### src/rtl/core/cedh_pkg.sv
// ----------------------------------------------------------------------------
// cedh_pkg
// Shared types and constants of the CMY error-diffusion halftoner.
// ----------------------------------------------------------------------------
package cedh_pkg;

  // Default sizes handed to the top level parameters
  localparam int MAX_LINE_DEF = 4096;
  localparam int ACC_BITS_DEF = 12;

  // Channel count (cyan, magenta, yellow)
  localparam int NUM_CH = 3;

  // Register reset values
  localparam logic [12:0] LINE_WIDTH_RST = 13'd640;
  localparam logic [8:0]  THRESHOLD_RST  = 9'd127;

  // Register select, taken from paddr bit 2
  localparam logic REG_LINE_WIDTH = 1'b0;
  localparam logic REG_THRESHOLD  = 1'b1;

  // Request types
  localparam logic REQ_PIXEL = 1'b0;
  localparam logic REQ_TABLE = 1'b1;

  // Input transaction
  typedef struct packed {
    logic       req_type;
    logic [7:0] red;
    logic [7:0] green;
    logic [7:0] blue;
    logic [7:0] table_index;
    logic [7:0] table_value;
  } in_item_t;

  // Output transaction
  typedef struct packed {
    logic        cyan_dot;
    logic        magenta_dot;
    logic        yellow_dot;
    logic [11:0] pixel_position;
    logic        line_end;
  } out_item_t;

  // Diffusion stage status seen by the line store
  typedef struct packed {
    logic advance;
    logic last;
    logic first;
  } ls_ctl_t;

endpackage

### src/rtl/core/cedh_diffuse.sv
// ----------------------------------------------------------------------------
// cedh_diffuse
// Per-pixel threshold and Floyd-Steinberg error split for three channels,
// holding the right carry and the two pending below sums.
// ----------------------------------------------------------------------------
module cedh_diffuse #(
  parameter int AccBits = cedh_pkg::ACC_BITS_DEF
) (
  input  logic                                       clk_i,
  input  logic                                       rst_ni,
  input  logic                                       advance_i,
  input  logic                                       spread_i,
  input  logic                                       last_i,
  input  logic [8:0]                                 thresh_i,
  input  logic [cedh_pkg::NUM_CH-1:0][7:0]           gamma_i,
  input  logic [cedh_pkg::NUM_CH-1:0][AccBits-1:0]   err_above_i,
  output logic [cedh_pkg::NUM_CH-1:0]                dots_o,
  output logic [cedh_pkg::NUM_CH-1:0][AccBits-1:0]   err_left_o,
  output logic [cedh_pkg::NUM_CH-1:0][AccBits-1:0]   err_here_o
);

  localparam int A = AccBits;
  localparam logic signed [A+1:0] AccMax = (A+2)'((1 << (A - 1)) - 1);
  localparam logic signed [A+1:0] AccMin = (A+2)'(-(1 << (A - 1)));

  logic [cedh_pkg::NUM_CH-1:0][A-1:0] carry_q, carry_d;
  logic [cedh_pkg::NUM_CH-1:0][A-1:0] below0_q, below0_d;
  logic [cedh_pkg::NUM_CH-1:0][A-1:0] below1_q, below1_d;

  // Clamp to the accumulator range
  function automatic logic [A-1:0] sat_acc(input logic signed [A+1:0] x);
    if (x > AccMax) begin
      return AccMax[A-1:0];
    end
    if (x < AccMin) begin
      return AccMin[A-1:0];
    end
    return x[A-1:0];
  endfunction

  // Threshold each channel and split its error
  always_comb begin
    logic [8:0]            inv;
    logic signed [A+1:0]   sum;
    logic [A-1:0]          val;
    logic                  dot;
    logic [A:0]            err;
    logic [A+3:0]          ex;
    logic [A+3:0]          e3;
    logic [A+3:0]          e5;
    logic [A+3:0]          e7;
    logic [A-1:0]          f1;
    logic [A-1:0]          f3;
    logic [A-1:0]          f5;
    logic [A-1:0]          f7;
    logic [A-1:0]          b0n;

    for (int ch = 0; ch < cedh_pkg::NUM_CH; ch++) begin
      inv = 9'd255 - {1'b0, gamma_i[ch]};
      sum = {{(A-7){1'b0}}, inv}
          + {{2{err_above_i[ch][A-1]}}, err_above_i[ch]}
          + {{2{carry_q[ch][A-1]}}, carry_q[ch]};
      val = sat_acc(sum);
      dot = $signed({val[A-1], val}) > $signed({{(A-8){1'b0}}, thresh_i});

      // Remainder after printing, none at the line edges
      if (!spread_i) begin
        err = '0;
      end else if (dot) begin
        err = {val[A-1], val} - (A+1)'(255);
      end else begin
        err = {val[A-1], val};
      end

      // Weights 1, 3, 5, 7 then floor divide by 16
      ex = {{3{err[A]}}, err};
      e3 = ex + (ex << 1);
      e5 = ex + (ex << 2);
      e7 = (ex << 3) - ex;
      f1 = ex[A+3:4];
      f3 = e3[A+3:4];
      f5 = e5[A+3:4];
      f7 = e7[A+3:4];

      b0n = sat_acc({{2{below1_q[ch][A-1]}}, below1_q[ch]} + {{2{f5[A-1]}}, f5});

      dots_o[ch]     = dot;
      err_left_o[ch] = sat_acc({{2{below0_q[ch][A-1]}}, below0_q[ch]}
                             + {{2{f3[A-1]}}, f3});
      err_here_o[ch] = b0n;

      carry_d[ch]  = last_i ? '0 : f7;
      below0_d[ch] = last_i ? '0 : b0n;
      below1_d[ch] = last_i ? '0 : f1;
    end
  end

  // Advance the carries with each finished pixel
  always_ff @(posedge clk_i or negedge rst_ni) begin
    if (!rst_ni) begin
      carry_q  <= '0;
      below0_q <= '0;
      below1_q <= '0;
    end else if (advance_i) begin
      carry_q  <= carry_d;
      below0_q <= below0_d;
      below1_q <= below1_d;
    end
  end

endmodule

### config.mk
export PLATFORM = sky130hd
export DESIGN_NAME = cedh_diffuse
export DESIGN_NICKNAME = d
export VERILOG_FILES = /design/src/rtl/core/cedh_pkg.sv /design/src/rtl/core/cedh_diffuse.sv
export SDC_FILE = /design/constraint.sdc
export NUM_CORES = 1
export LEC_CHECK = 0
export BUFFER_PORTS_ARGS = -buffer_cell sky130_fd_sc_hd__buf_2
export CAP_MARGIN = 20
export CORE_ASPECT_RATIO = 1.2
export CORE_UTILIZATION = 50
export DETAILED_ROUTE_END_ITERATION = 6
export PLACE_DENSITY_LB_ADDON = 0.15
export SYNTH_ARGS = -nofsm -noshare
export SYNTH_HDL_FRONTEND = slang
export SYNTH_SLANG_ARGS = --single-unit
### constraint.sdc
create_clock -name clk_i -period 30.4 [get_ports clk_i]
set_clock_uncertainty 0.2 [all_clocks]
set_input_delay 4.56 -clock clk_i [delete_from_list [all_inputs] [get_ports clk_i]]
set_output_delay 4.56 -clock clk_i [all_outputs]
set_load 0.02 [all_outputs]
==> run metrics <==
Top Ports between 100 and 150; flop and latch count out of synthesis a little under 100; unrepaired setup endpoints after global routing false; Gate Count Post-Synth just over 2000; Clock Tree Root sky130_fd_sc_hd__clkbuf_16; detailed-route wire length ~48000 µm; number of library cell types mapped by synthesis 111; number of global-route vias before repair 15300; Yosys Warn Count 0; starting utilization of the core area ~51%; area of the mapped netlist between 0.015 and 0.02 mm²; sequential cell area fraction in the yosys report between 15 and 20%; placer's final routability congestion estimate 1.01; Arr. time, crit path ~15 ns; ys flop type sky130_fd_sc_hd__dfrtp_1; Hold Vio Cnt, Final 0; number of instances resized during post-cts repair 0; latest clock arrival within the worst-skew pair about 0.37 ns; via density per instance 6.18; per-instance average area after synthesis between 7 and 8 µm²; period utilisation layout 64.9%; CORE AREA 0.0322 mm²; critical path data required time 25.64 ns; synth top area cells sky130_fd_sc_hd__ha_1 (17%), sky130_fd_sc_hd__dfrtp_1 (15%), sky130_fd_sc_hd__xnor2_1 (7.6%), sky130_fd_sc_hd__a21oi_1 (6.7%), sky130_fd_sc_hd__a22o_1 (4.2%); CTS Hold Bufs 0; total congestion overflow 0; pin count of the biggest net entering global routing 96; number of design rule violations left after detail routing 0; Overall Global Routing Usage around 29%; worst setup path category primary input to output port; number of levels in the clock H-tree 3; Post-Syn Nets between 2000 and 2500; CTS Sinks 99; nets 2465; setup_tns 0 ns; outcome finished, final reports clean; post-route minimum period 19.74 ns; CP max stage delay roughly 0.54 ns; Area growth syn-to-layout 8.08%; worst-case headroom to the max-slew limit between 20% and 30%; CTS tree yes; TritonRoute pass-1 iters 7; number of antenna violations at the first check in global routing 0; Max-Cap Viols 0; Critical-path top delay cell sky130_fd_sc_hd__nor2_1; Max Clock Freq about 0.051 GHz; most frequent standard cell in the layout excluding fill and tap cells sky130_fd_sc_hd__ha_1; number of buffers added for setup after CTS 0; port buffer count around 150; first-pass GRT wire length between 70000 and 80000 µm; Die Height between 150 and 200 µm; critical path fanouts, max 11; horizontal die dimension roughly 170 µm; FP Rows 72; commonest cells after routing, fill and taps aside sky130_fd_sc_hd__ha_1 (222), sky130_fd_sc_hd__a21oi_1 (219), sky130_fd_sc_hd__inv_1 (151); final setup violating endpoints 0; Clock Tree Buf Depth 2; share of async-settable or async-resettable flops after synthesis 100%; DR vias around 16000; Setup crit end kind output port; TritonCTS Buffers 9; number of antenna diodes 0; Yosys top cell area share 17.0%; remaining antenna violation count 0; count of flip-flops with a built-in enable after synthesis 0; class of the tightest hold or removal check flop to flop; element type at the critical path start primary input; actual slew at the worst max-slew pin ~1.1 ns; dominant cell type by area after synthesis sky130_fd_sc_hd__ha_1; DIE AREA approximately 0.033 mm²; per-cell routed wire length 18.8 µm; CTS clock-pin slew for the worst setup and hold paths 0.08 ns; max-slew violation total from the final report 0; worst hold slack 0.310 ns; layout cells sized above 1 a little under an eighth; number of DRC markers after the initial detailed-route iteration between 1000 and 1500; HPWL reported at the end of detailed placement between 30000 and 40000 µm
==> final cells by class <==
class / count / area [µm²]
timing repair buffer: 161 / 841
tap: 407 / 509
fill: 3069 / 14500
clock buffer: 9 / 225
multi-input combinational: 1704 / 12900
sequential: 99 / 2480
clock inverter: 7 / 82.6
inverter: 161 / 621
==> metrics by stage <==
step	area [µm²]	worst slack (ns)	std cells	util, %
2_1_floorplan	16300	12.46	2045	-
3_3_place_gp	17300	10.97	2532	53.8
3_5_place_dp	17300	10.69	2532	53.8
4_1_cts	17600	10.65	2548	54.8
5_1_grt	17600	9.74	2548	54.8
6_report	17600	10.66	2548	54.8
==> per-layer routing <==
layer	share of wire, %	global-route usage (%)	up-vias
li1	-	-	7714
met1	41	33.2	7528
met2	52	54.0	396
met3	3.6	2.70	97
met4	3.4	11.1	0
met5	0	0	-
==> sequential cells by signal (all words and copies together), names as in the netlist <==
name	count
below0_q	36
carry_q	36
below1_q	27
==> worst max-delay path: cells and delay by family <==
kind                       cells  cell delay [ns]
and+or+nand+nor               11             2.61
AOI/OAI and AO/OA             23             5.02
adders and majority gates      6             2.08
buffers and inverters          5             0.66
==> worst paths after layout <==
check                                        start                        to  slack (ns)  cells past startpoint
hold reg to reg            below1_q[3]$_DFFE_PN0P_   below1_q[3]$_DFFE_PN0P_        0.31                      1
hold / removal             below1_q[3]$_DFFE_PN0P_   below1_q[3]$_DFFE_PN0P_        0.31                      1
max in group asynchronous                   rst_ni  below1_q[10]$_DFFE_PN0P_       24.75                      2
setup reg to reg            carry_q[1]$_DFFE_PN0P_   below0_q[7]$_DFFE_PN0P_       19.62                     40
setup / recovery                        gamma_i[1]             err_left_o[2]       10.66                     45
min in group asynchronous                   rst_ni   carry_q[12]$_DFFE_PN0P_        3.98                      1
==> cell usage after synthesis, types with 15 or more instances <==
library cell               count
sky130_fd_sc_hd__clkbuf_1     61
sky130_fd_sc_hd__xnor2_1     141
sky130_fd_sc_hd__xor2_1       45
sky130_fd_sc_hd__nand2b_1     17
sky130_fd_sc_hd__a31oi_1      19
sky130_fd_sc_hd__a22o_1       79
sky130_fd_sc_hd__ha_1        222
sky130_fd_sc_hd__o21bai_1     49
sky130_fd_sc_hd__and3_1       19
sky130_fd_sc_hd__nand3_1      40
sky130_fd_sc_hd__dfrtp_1      99
sky130_fd_sc_hd__a211oi_1     18
sky130_fd_sc_hd__nand2_1     150
sky130_fd_sc_hd__o21ai_0      85
sky130_fd_sc_hd__a21o_1       58
sky130_fd_sc_hd__o21a_1       16
sky130_fd_sc_hd__nor2_1      128
sky130_fd_sc_hd__o211ai_1     20
sky130_fd_sc_hd__nor3_1       47
sky130_fd_sc_hd__fa_1         33
sky130_fd_sc_hd__nand4_1      20
sky130_fd_sc_hd__inv_1       151
sky130_fd_sc_hd__a21oi_1     219
sky130_fd_sc_hd__o31ai_1      15
==> cell families after synthesis <==
kind of cell	after synthesis	synth area share, %
compound gates	732	31.2
xor+xnor	186	9.99
fa+ha+maj	262	21.6
buf+inv	242	5.94
flops	99	15.2
mux	12	0.882
simple gates	512	15.2
Power is not shown: default switching activity piles up to over one toggle a cycle in this logic, so the estimate is an artifact.
